**config.mk**
```make
export PLATFORM = sky130hd
export DESIGN_NAME = bbmf_admit
export DESIGN_NICKNAME = d
export VERILOG_FILES = /design/src/rtl/core/bbmf_pkg.sv /design/src/rtl/core/bbmf_admit.sv
export VERILOG_INCLUDE_DIRS = /design/src /design/src/rtl/core
export SDC_FILE = /design/constraint.sdc
export NUM_CORES = 1
export LEC_CHECK = 0
export BUFFER_PORTS_ARGS = -buffer_cell sky130_fd_sc_hd__buf_2
export CORE_MARGIN = 2
export CORE_UTILIZATION = 45
export CTS_CLUSTER_DIAMETER = 60
export CTS_CLUSTER_SIZE = 24
export DETAILED_ROUTE_END_ITERATION = 6
export PLACE_DENSITY = 0.65
export SLEW_MARGIN = 20
export SYNTH_ARGS = -nofsm -noshare
export SYNTH_HDL_FRONTEND = slang
export SYNTH_SLANG_ARGS = --single-unit
export TNS_END_PERCENT = 20
```
**constraint.sdc**
```tcl
create_clock -name clock -period 13.94 [get_ports clock]
set_input_delay 1.394 -clock clock [delete_from_list [all_inputs] [get_ports clock]]
set_output_delay 1.394 -clock clock [all_outputs]
set_load 0.05 [all_outputs]
```
**src/rtl/core/byte_budget_message_fifo_unit_defines.svh**
```systemverilog
// Assertion macros shared by the byte-budget message FIFO modules.
`ifndef BYTE_BUDGET_MESSAGE_FIFO_UNIT_DEFINES_SVH
`define BYTE_BUDGET_MESSAGE_FIFO_UNIT_DEFINES_SVH
`ifndef SYNTHESIS
// Check a property on every clock edge outside reset.
`define BBMF_ASSERT(label, clk, rst, prop) \
   label: assert property (@(posedge clk) disable iff (rst) prop) \
      else $error("%m: check failed");
// Check a property on every clock edge, reset included.
`define BBMF_ASSERT_ALWAYS(label, clk, prop) \
   label: assert property (@(posedge clk) prop) \
      else $error("%m: check failed");
`else
`define BBMF_ASSERT(label, clk, rst, prop)
`define BBMF_ASSERT_ALWAYS(label, clk, prop)
`endif
`endif

```
**src/rtl/core/bbmf_pkg.sv**
```systemverilog
// Types, constants and the budget check shared by the message FIFO modules.
package bbmf_pkg;

   localparam int QUEUE_DEPTH   = 256;
   localparam int PTR_W         = (QUEUE_DEPTH > 1) ? $clog2(QUEUE_DEPTH) : 1;
   localparam int CNT_W         = $clog2(QUEUE_DEPTH + 1);
   localparam int HANDLE_W      = 32;
   localparam int SIZE_W        = 32;
   localparam int BYTES_W       = 40;
   localparam int ENTRY_COUNT_W = 9;
   localparam int REQ_TDATA_W   = 64;
   localparam int RSP_TDATA_W   = 120;

   typedef enum logic [1:0] {
      CMD_PUSH  = 2'd0,
      CMD_POP   = 2'd1,
      CMD_PROBE = 2'd2
   } cmd_type;

   typedef enum logic [1:0] {
      ST_OK    = 2'd0,
      ST_OVER  = 2'd1,
      ST_FULL  = 2'd2,
      ST_EMPTY = 2'd3
   } status_type;

   typedef struct packed {
      logic [HANDLE_W-1:0] handle;
      logic [SIZE_W-1:0]   size;
   } entry_type;

   typedef struct packed {
      logic exec;
      logic finish;
   } step_ctl_type;

   typedef struct packed {
      status_type         status;
      logic               into_empty;
      logic [HANDLE_W-1:0] out_handle;
      logic [SIZE_W-1:0]   out_size;
      logic               probe_fits;
      logic               push_room;
      logic               queue_empty;
      logic [CNT_W-1:0]    entry_count;
      logic [BYTES_W-1:0]  stored_bytes;
   } result_type;

   // Budget admission without overflow; a zero budget admits everything.
   function automatic logic fits(input logic [SIZE_W-1:0]  budget,
                                 input logic [BYTES_W-1:0] total,
                                 input logic [SIZE_W-1:0]  sz);
      logic [SIZE_W-1:0] room;
      room = budget - sz;
      if (budget == '0) begin
         return 1'b1;
      end
      return (sz <= budget) && (total <= BYTES_W'(room));
   endfunction

endpackage

```
**src/rtl/core/bbmf_admit.sv**
```systemverilog
// Budget admission, queue pointers, counters and pending size.
`include "byte_budget_message_fifo_unit_defines.svh"
module bbmf_admit import bbmf_pkg::*; (
   input  logic                clock,
   input  logic                reset,
   input  logic                csr_we,
   input  logic [SIZE_W-1:0]   csr_wdata,
   input  step_ctl_type        ctl,
   input  cmd_type             cmd,
   input  logic [HANDLE_W-1:0] handle,
   input  logic [SIZE_W-1:0]   size,
   input  entry_type           rd_data,
   output logic [PTR_W-1:0]    rd_addr,
   output logic                wr_en,
   output logic [PTR_W-1:0]    wr_addr,
   output entry_type           wr_data,
   output result_type          result
);

   logic [SIZE_W-1:0]   budget_ff, budget_in;
   logic [BYTES_W-1:0]  total_ff, total_in;
   logic [CNT_W-1:0]    occ_ff, occ_in;
   logic [PTR_W-1:0]    rptr_ff, rptr_in;
   logic [PTR_W-1:0]    wptr_ff, wptr_in;
   logic [SIZE_W-1:0]   pending_ff, pending_in;

   status_type          status_ff, status_in;
   logic                into_empty_ff, into_empty_in;
   logic [HANDLE_W-1:0] out_handle_ff, out_handle_in;
   logic [SIZE_W-1:0]   out_size_ff, out_size_in;
   logic                probe_ff, probe_in;

   logic [SIZE_W-1:0]   chk;
   logic                chk_fits;
   logic [BYTES_W:0]    sum_ext;
   logic [BYTES_W-1:0]  pop_size;
   logic                pend_fits;
   logic                one_fits;

   assign chk       = (budget_ff != '0 && size == '0) ? SIZE_W'(1) : size;
   assign chk_fits  = fits(budget_ff, total_ff, chk);
   assign sum_ext   = {1'b0, total_ff} + (BYTES_W + 1)'(size);
   assign pop_size  = BYTES_W'(rd_data.size);
   assign pend_fits = fits(budget_ff, total_ff, pending_ff);
   assign one_fits  = fits(budget_ff, total_ff, SIZE_W'(1));

   assign rd_addr        = rptr_ff;
   assign wr_addr        = wptr_ff;
   assign wr_data.handle = handle;
   assign wr_data.size   = size;

   always_comb begin
      budget_in     = budget_ff;
      total_in      = total_ff;
      occ_in        = occ_ff;
      rptr_in       = rptr_ff;
      wptr_in       = wptr_ff;
      pending_in    = pending_ff;
      status_in     = status_ff;
      into_empty_in = into_empty_ff;
      out_handle_in = out_handle_ff;
      out_size_in   = out_size_ff;
      probe_in      = probe_ff;
      wr_en         = 1'b0;

      if (csr_we) begin
         budget_in = csr_wdata;
         if (pending_ff != '0 && fits(csr_wdata, total_ff, pending_ff)) begin
            pending_in = '0;
         end
      end

      if (ctl.exec) begin
         status_in     = ST_OK;
         into_empty_in = 1'b0;
         out_handle_in = '0;
         out_size_in   = '0;
         probe_in      = 1'b0;
         case (cmd)
            CMD_PUSH: begin
               if (!chk_fits) begin
                  if (budget_ff != '0) begin
                     pending_in = chk;
                  end
                  status_in = ST_OVER;
               end else if (occ_ff == CNT_W'(QUEUE_DEPTH) || sum_ext[BYTES_W]) begin
                  status_in = ST_FULL;
               end else begin
                  wr_en         = 1'b1;
                  into_empty_in = (occ_ff == '0);
                  wptr_in       = (wptr_ff == PTR_W'(QUEUE_DEPTH - 1)) ? '0 : wptr_ff + 1'b1;
                  occ_in        = occ_ff + 1'b1;
                  total_in      = sum_ext[BYTES_W-1:0];
               end
            end
            CMD_POP: begin
               if (occ_ff == '0) begin
                  status_in = ST_EMPTY;
               end else begin
                  out_handle_in = rd_data.handle;
                  out_size_in   = rd_data.size;
                  rptr_in       = (rptr_ff == PTR_W'(QUEUE_DEPTH - 1)) ? '0 : rptr_ff + 1'b1;
                  occ_in        = occ_ff - 1'b1;
                  total_in      = (total_ff >= pop_size) ? total_ff - pop_size : '0;
               end
            end
            CMD_PROBE: begin
               probe_in = chk_fits;
            end
            default: begin
            end
         endcase
      end

      // drop the pending size once it fits the updated total
      if (ctl.finish && pending_ff != '0 && pend_fits) begin
         pending_in = '0;
      end
   end

   always_ff @(posedge clock) begin
      if (reset) begin
         budget_ff  <= '0;
         total_ff   <= '0;
         occ_ff     <= '0;
         rptr_ff    <= '0;
         wptr_ff    <= '0;
         pending_ff <= '0;
      end else begin
         budget_ff  <= budget_in;
         total_ff   <= total_in;
         occ_ff     <= occ_in;
         rptr_ff    <= rptr_in;
         wptr_ff    <= wptr_in;
         pending_ff <= pending_in;
      end
   end

   always_ff @(posedge clock) begin
      status_ff     <= status_in;
      into_empty_ff <= into_empty_in;
      out_handle_ff <= out_handle_in;
      out_size_ff   <= out_size_in;
      probe_ff      <= probe_in;
   end

   always_comb begin
      result.status       = status_ff;
      result.into_empty   = into_empty_ff;
      result.out_handle   = out_handle_ff;
      result.out_size     = out_size_ff;
      result.probe_fits   = probe_ff;
      result.push_room    = (pending_ff != '0 && !pend_fits) ? 1'b0 : one_fits;
      result.queue_empty  = (occ_ff == '0);
      result.entry_count  = occ_ff;
      result.stored_bytes = total_ff;
   end

   `BBMF_ASSERT(a_occ_bound, clock, reset, occ_ff <= CNT_W'(QUEUE_DEPTH))
   `BBMF_ASSERT(a_empty_no_bytes, clock, reset, (occ_ff == '0) |-> (total_ff == '0))
   `BBMF_ASSERT(a_pending_budget, clock, reset, (pending_ff != '0) |-> (budget_ff != '0))
   `BBMF_ASSERT(a_write_in_exec, clock, reset, wr_en |-> (ctl.exec && occ_ff != CNT_W'(QUEUE_DEPTH)))

endmodule

```
# --- Word level (Yosys, flattened, before mapping) ---
# Cells that the tools add are included.
# Widths: inputs -> output; s select.
totals:
  reg_bits: 197
  input_bits: 167
  out_inout_bits: 200
classes:
  add_sub_neg: 10
  magnitude_cmp: 9
  eq_ne: 8
  muxes: 37
  bitwise_logic: 5
  n_reduce_logical: 25
op_table:
  columns: ["operator", "count"]
  rows:
  - ["$mux 32", 7]
  - ["$le 40x32->1", 4]
  - ["$mux 40", 4]
  - ["$le 32x32->1", 3]
  - ["$logic_not 32->1", 3]
  - ["$sub 32x32->32", 3]
  - ["$pmux 40 s2", 1]
  - ["$reduce_bool 32->1", 2]
  - ["$add 40x32->41", 1]
  - ["$ge 40x32->1", 1]
  - ["$sub 40x32->40", 1]
  - ["$le 1x32->1 const A", 1]
  - ["$sub 32x1->32 const B", 1]
  - ["$mux 9", 3]
  - ["$pmux 9 s2", 1]
  - ["$add 8x1->8 const B", 2]
  - ["$eq 8x8->1 const B", 2]
  - ["$mux 8", 2]
  - ["$mux 1", 15]
  - ["$add 9x1->9 const B", 1]
  - ["$eq 9x9->1 const B", 1]
  - ["$logic_and 1x1->1", 9]
  - ["$logic_not 9->1", 1]
  - ["$sub 9x1->9 const B", 1]
  - ["15 further kinds", 24]

# --- Longest topological paths before layout ---
depth:
  depth_word: 12
  ltp_mapped: 32
  depth_no_buf: 29

# --- Worst setup path before layout ---
# No wires, ideal clock.
synth_path:
  path_type: "register to output"
  from: "reg budget_ff[20]"
  to: "out wr_en"
  arrival_ps: 7542
  slack_ps: 5004
  stages_incl_launch_ff: 27
  path_cell_list: "dfxtp_1 > or4_4 > or3_4 > or4_4 > or3_4 > or4_4 > a21o_1 > ha_1 > fa_1 > nand2b_1 > a211oi_1 > nor3_1 > o221a_2 > nor2_1 > a21boi_0 > o21ai_0 > a21boi_0 > o21ai_0 > xnor2_1 > ha_1 > nand4_1 > inv_1 > a22oi_1 > nand4b_1 > o21ai_0 > a31oi_1 > nor3_1"
synth_between:
  elab_chain_cells: 10
synth_rtl:
  columns: ["element", "line", "rtl"]
  rows:
  - ["start: declaration", "bbmf_admit.sv:20", "logic [SIZE_W-1:0] budget_ff, budget_in;"]
  - ["start signal: assignment", "bbmf_admit.sv:130", "budget_ff <= budget_in;"]
  - ["$reduce_bool 32->1", "bbmf_admit.sv:40", "assign chk = (budget_ff != '0 && size == '0) ? SIZE_W'(1) : size;"]
  - ["$logic_and 1x1->1", "bbmf_admit.sv:40", null]
  - ["$mux 32", "bbmf_admit.sv:40", null]
  - ["$sub 32x32->32", "bbmf_pkg.sv:54", "room = budget - sz;"]
  - ["$le 40x32->1", "bbmf_pkg.sv:58", "return (sz <= budget) && (total <= BYTES_W'(room));"]
  - ["$logic_and 1x1->1", "bbmf_pkg.sv:58", null]
  - ["$mux 1 *", "bbmf_pkg.sv:58", null]
  - ["$mux 1 *", "bbmf_admit.sv:81", "if (!chk_fits) begin"]
  - ["$mux 1 *", "bbmf_admit.sv:79", "case (cmd)"]
  - ["$mux 1 *", "bbmf_admit.sv:73", "if (ctl.exec) begin"]
  - ["end: declaration", "bbmf_admit.sv:14", "output logic wr_en,"]
# Every way passes the cells marked *; elsewhere a longest branch is shown, timed or not.

# --- Worst setup path in the final report ---
# Ends and elaborated chain as after synthesis.

==> out/results.txt <==
Number of port buffers: 302
Worst r2r dst: total_ff[7]
TritonCTS clock tree: built
Cts repair resizes: 0
Async SR Flop Fraction: 0%
Post-synth EDFFs: 68
Status: complete, no violations
Gpl congestion: 0.9666
LEAKAGE: 10.83 nW
Cell area after placement: 22350 µm²
Final WL: 70510 µm
DRT iter0 DRCs: 1437
FF-to-FF path depth: 30
Internal power: 1.118 mW
Met2 usage in global routing: 47.25%
Wire length per cell: 20.87 µm
Crit end category: output port
Via count: 20315
Sequential area share after synthesis: 22.36%
Fin area: 23010 µm²
Post-synth top area cell: ha_1
Antenna violations before repair: 1
Clk buf depth: 2
Worst Tran Pin Value: 1092 ps
M3 GR Usage: 3.841%
Crit Path Category: reg2out
Share of cells above drive strength 1: 14.15%
Switching component of the power: 745.1 µW
Rel. slew slack: 25.31%
Most frequent cell after synthesis: ha_1
Synthesis-to-layout area growth: 11.24%
Post-DR vias/cell: 6.012
Post-DP HPWL: 56810 µm
Reg power frac: 34.2%
Synth warn: 0
Initial cell density of the core: 45.58%
Total negative slack: 0 ps
Total GRT Usage: 28.66%
Hold Path Depth: 2
Placed Cells: 3346
FMAX: 100.1 MHz
Final ANT Viol Nets: 0
Max-slew violation count: 0
GRT overflow: 0
Full die area: 47700 µm²
Final Non-Filler Cells: 3379
I/O pin count: 367
Clock share of power: 29.3%
Hold EP: pending_ff[4]
Area contributors post-synth: ha_1 (18%), dfxtp_1 (12%), edfxtp_1 (9.9%)
Max Cap Violations: 0
Met1 usage: 37.71%
Tcrit/Tclk final: 71.68%
Min Tclk post-route: 9992 ps
Hold path start: pending_ff[4]
Final core occ: 50.71%
CTS clk-pin slew, worst paths: 100 ps
Distinct cell type count after synthesis: 78
Die Y: 218.4 µm
Postcts setup bufs: 0
Synth top area share: 18.15%
Row count: 78
Crit start category: register
Initial DRT Pass Iterations: 5
CTS Root Cell: clkbuf_16
Worst VDD drop: 90.06 µV
Syn_nets: 3035
Logic pwr share: 36.4%
Mapped Avg Cell Area: 8.074 µm²
Synth Register Bits: 197
Vias in the first global route: 19323
Hold_buf cts: 0
Largest net degree at the start of global routing: 83
Hold Path Class: reg2reg
Clk_skew: 19.58 ps
Setup-failing EPs final: 0
Worst r2r src: budget_ff[20]
H-tree depth: 4
Final Hold Fails: 0
CP arrival: 8600 ps
Cells after synthesis: 2562
Most Crowded Layer GR: met2
RSZ-0062 raised after global routing: no
First-pass GRT wire length: 106500 µm
Cts bufs inserted: 17
Synth Flop Type: dfxtp_1
# DRC: 0
Sink Count: 197
Most instantiated cells after synthesis: ha_1 (300), nor2_1 (205), a21oi_1 (196)
Critical Path Fanout Max: 8
Final-stage net count: 3238
R2R setup slack: 4870 ps
Pwr/cell area: 80.99 nW/µm²
Sw Ratio: 39.98%
Die width: 218.4 µm
Core Region: 45380 µm²
CP required: 12550 ps
Skew-Pair Late Insertion Delay: 480 ps
Post-Synthesis Cell Area: 20680 µm²
## critical path, stage by stage (launching register included)
cell and delay (ps):
dfxtp_1 410, or4_4 580, or3_4 360, or4_4 430
or3_4 390, or4_4 580, a21o_1 240, ha_1 220
fa_1 400, nand2b_1 180, a211oi_1 270, nor3_1 160
o221a_2 320, nor2_1 310, a21boi_0 230, o21ai_0 410
a21boi_0 210, o21ai_0 240, xnor2_1 150, ha_1 260
nand4_1 110, inv_1 50, a22oi_1 220, nand4b_1 120
o21ai_0 360, a31oi_1 310, nor3_1 290, buf_2 310
## kinds of logic after synthesis
kind of cell             count (synthesis)  share of synthesized area (%)
AO/OA/AOI/OAI                          690                          21.94
adder cells (fa/ha/maj)                306                          18.73
multiplexers                            36                          1.742
flip-flops                             197                          22.36
AND/OR/NAND/NOR                        839                          20.66
XOR/XNOR                               179                          7.579
buffers and inverters                  315                          6.992
## power groups by stage
stage          combinational [mW]  clock (mW)  sequential [mW]
6_report                    0.679       0.547            0.638
3_5_place_dp                0.667           0            0.650
4_1_cts                     0.671       0.553            0.637
2_1_floorplan               0.484           0            0.676
5_1_grt                     0.742       0.573            0.640
3_3_place_gp                0.652           0            0.649
## final cells by class
cell class,count,area (µm²)
clock buffers,17,425.4
fillers,4405,22370
inverters,173,649.4
multi-input cells,2050,14640
repair buffers,326,1692
well taps,600,750.7
clock inverters,15,225.2
diodes,1,2.502
flip-flops and latches,197,4624
## registers in the layout, indices dropped and copies added (netlist names), 2 cells and up
| name | count |
|---|---|
| occ_ff | 9 |
| status_ff | 2 |
| rd_addr | 8 |
| out_size_ff | 32 |
| out_handle_ff | 32 |
| total_ff | 40 |
| wr_addr | 8 |
| budget_ff | 32 |
| pending_ff | 32 |
## cells in the final DEF, fill, tap and decap left out, types with 81 or more instances in the layout
| cell type | n |
|---|---|
| inv_1 | 172 |
| nor3_1 | 119 |
| xnor2_1 | 114 |
| a21oi_1 | 196 |
| o21ai_0 | 112 |
| nor2_1 | 204 |
| dfxtp_1 | 129 |
| buf_2 | 302 |
| nand2_1 | 116 |
| nand3_1 | 81 |
| a21o_1 | 104 |
| nand4_1 | 94 |
| ha_1 | 300 |
## metrics by stage
step / setup slack, ps / total power, mW / hold WS, ps
after floorplan: 5004 / 1.160 / 467.5
after global placement: 4599 / 1.301 / 481.4
after detailed placement: 4486 / 1.317 / 494.8
after CTS: 3930 / 1.861 / 510.0
after global routing: 3588 / 1.955 / 524.9
final: 3948 / 1.864 / 509.6
## worst max-delay path by stage
stage	start	end	cells past startpoint
6_report	budget_ff[20]	wr_en	27
5_1_grt	budget_ff[20]	wr_en	27
4_1_cts	budget_ff[20]	wr_en	27
3_5_place_dp	budget_ff[20]	wr_en	27
3_3_place_gp	budget_ff[20]	wr_en	27
2_1_floorplan	budget_ff[20]	wr_en	26
## metal layers
| metal | vias up | share of wire [%] |
|---|---|---|
| met1 | 9594 | 44 |
| met2 | 788 | 46 |
| met4 | 0 | 3.2 |
| li1 | 9818 | - |
| met3 | 115 | 7.0 |
| met5 | - | 0 |
Note: power is estimated with default switching activity, not from simulation.
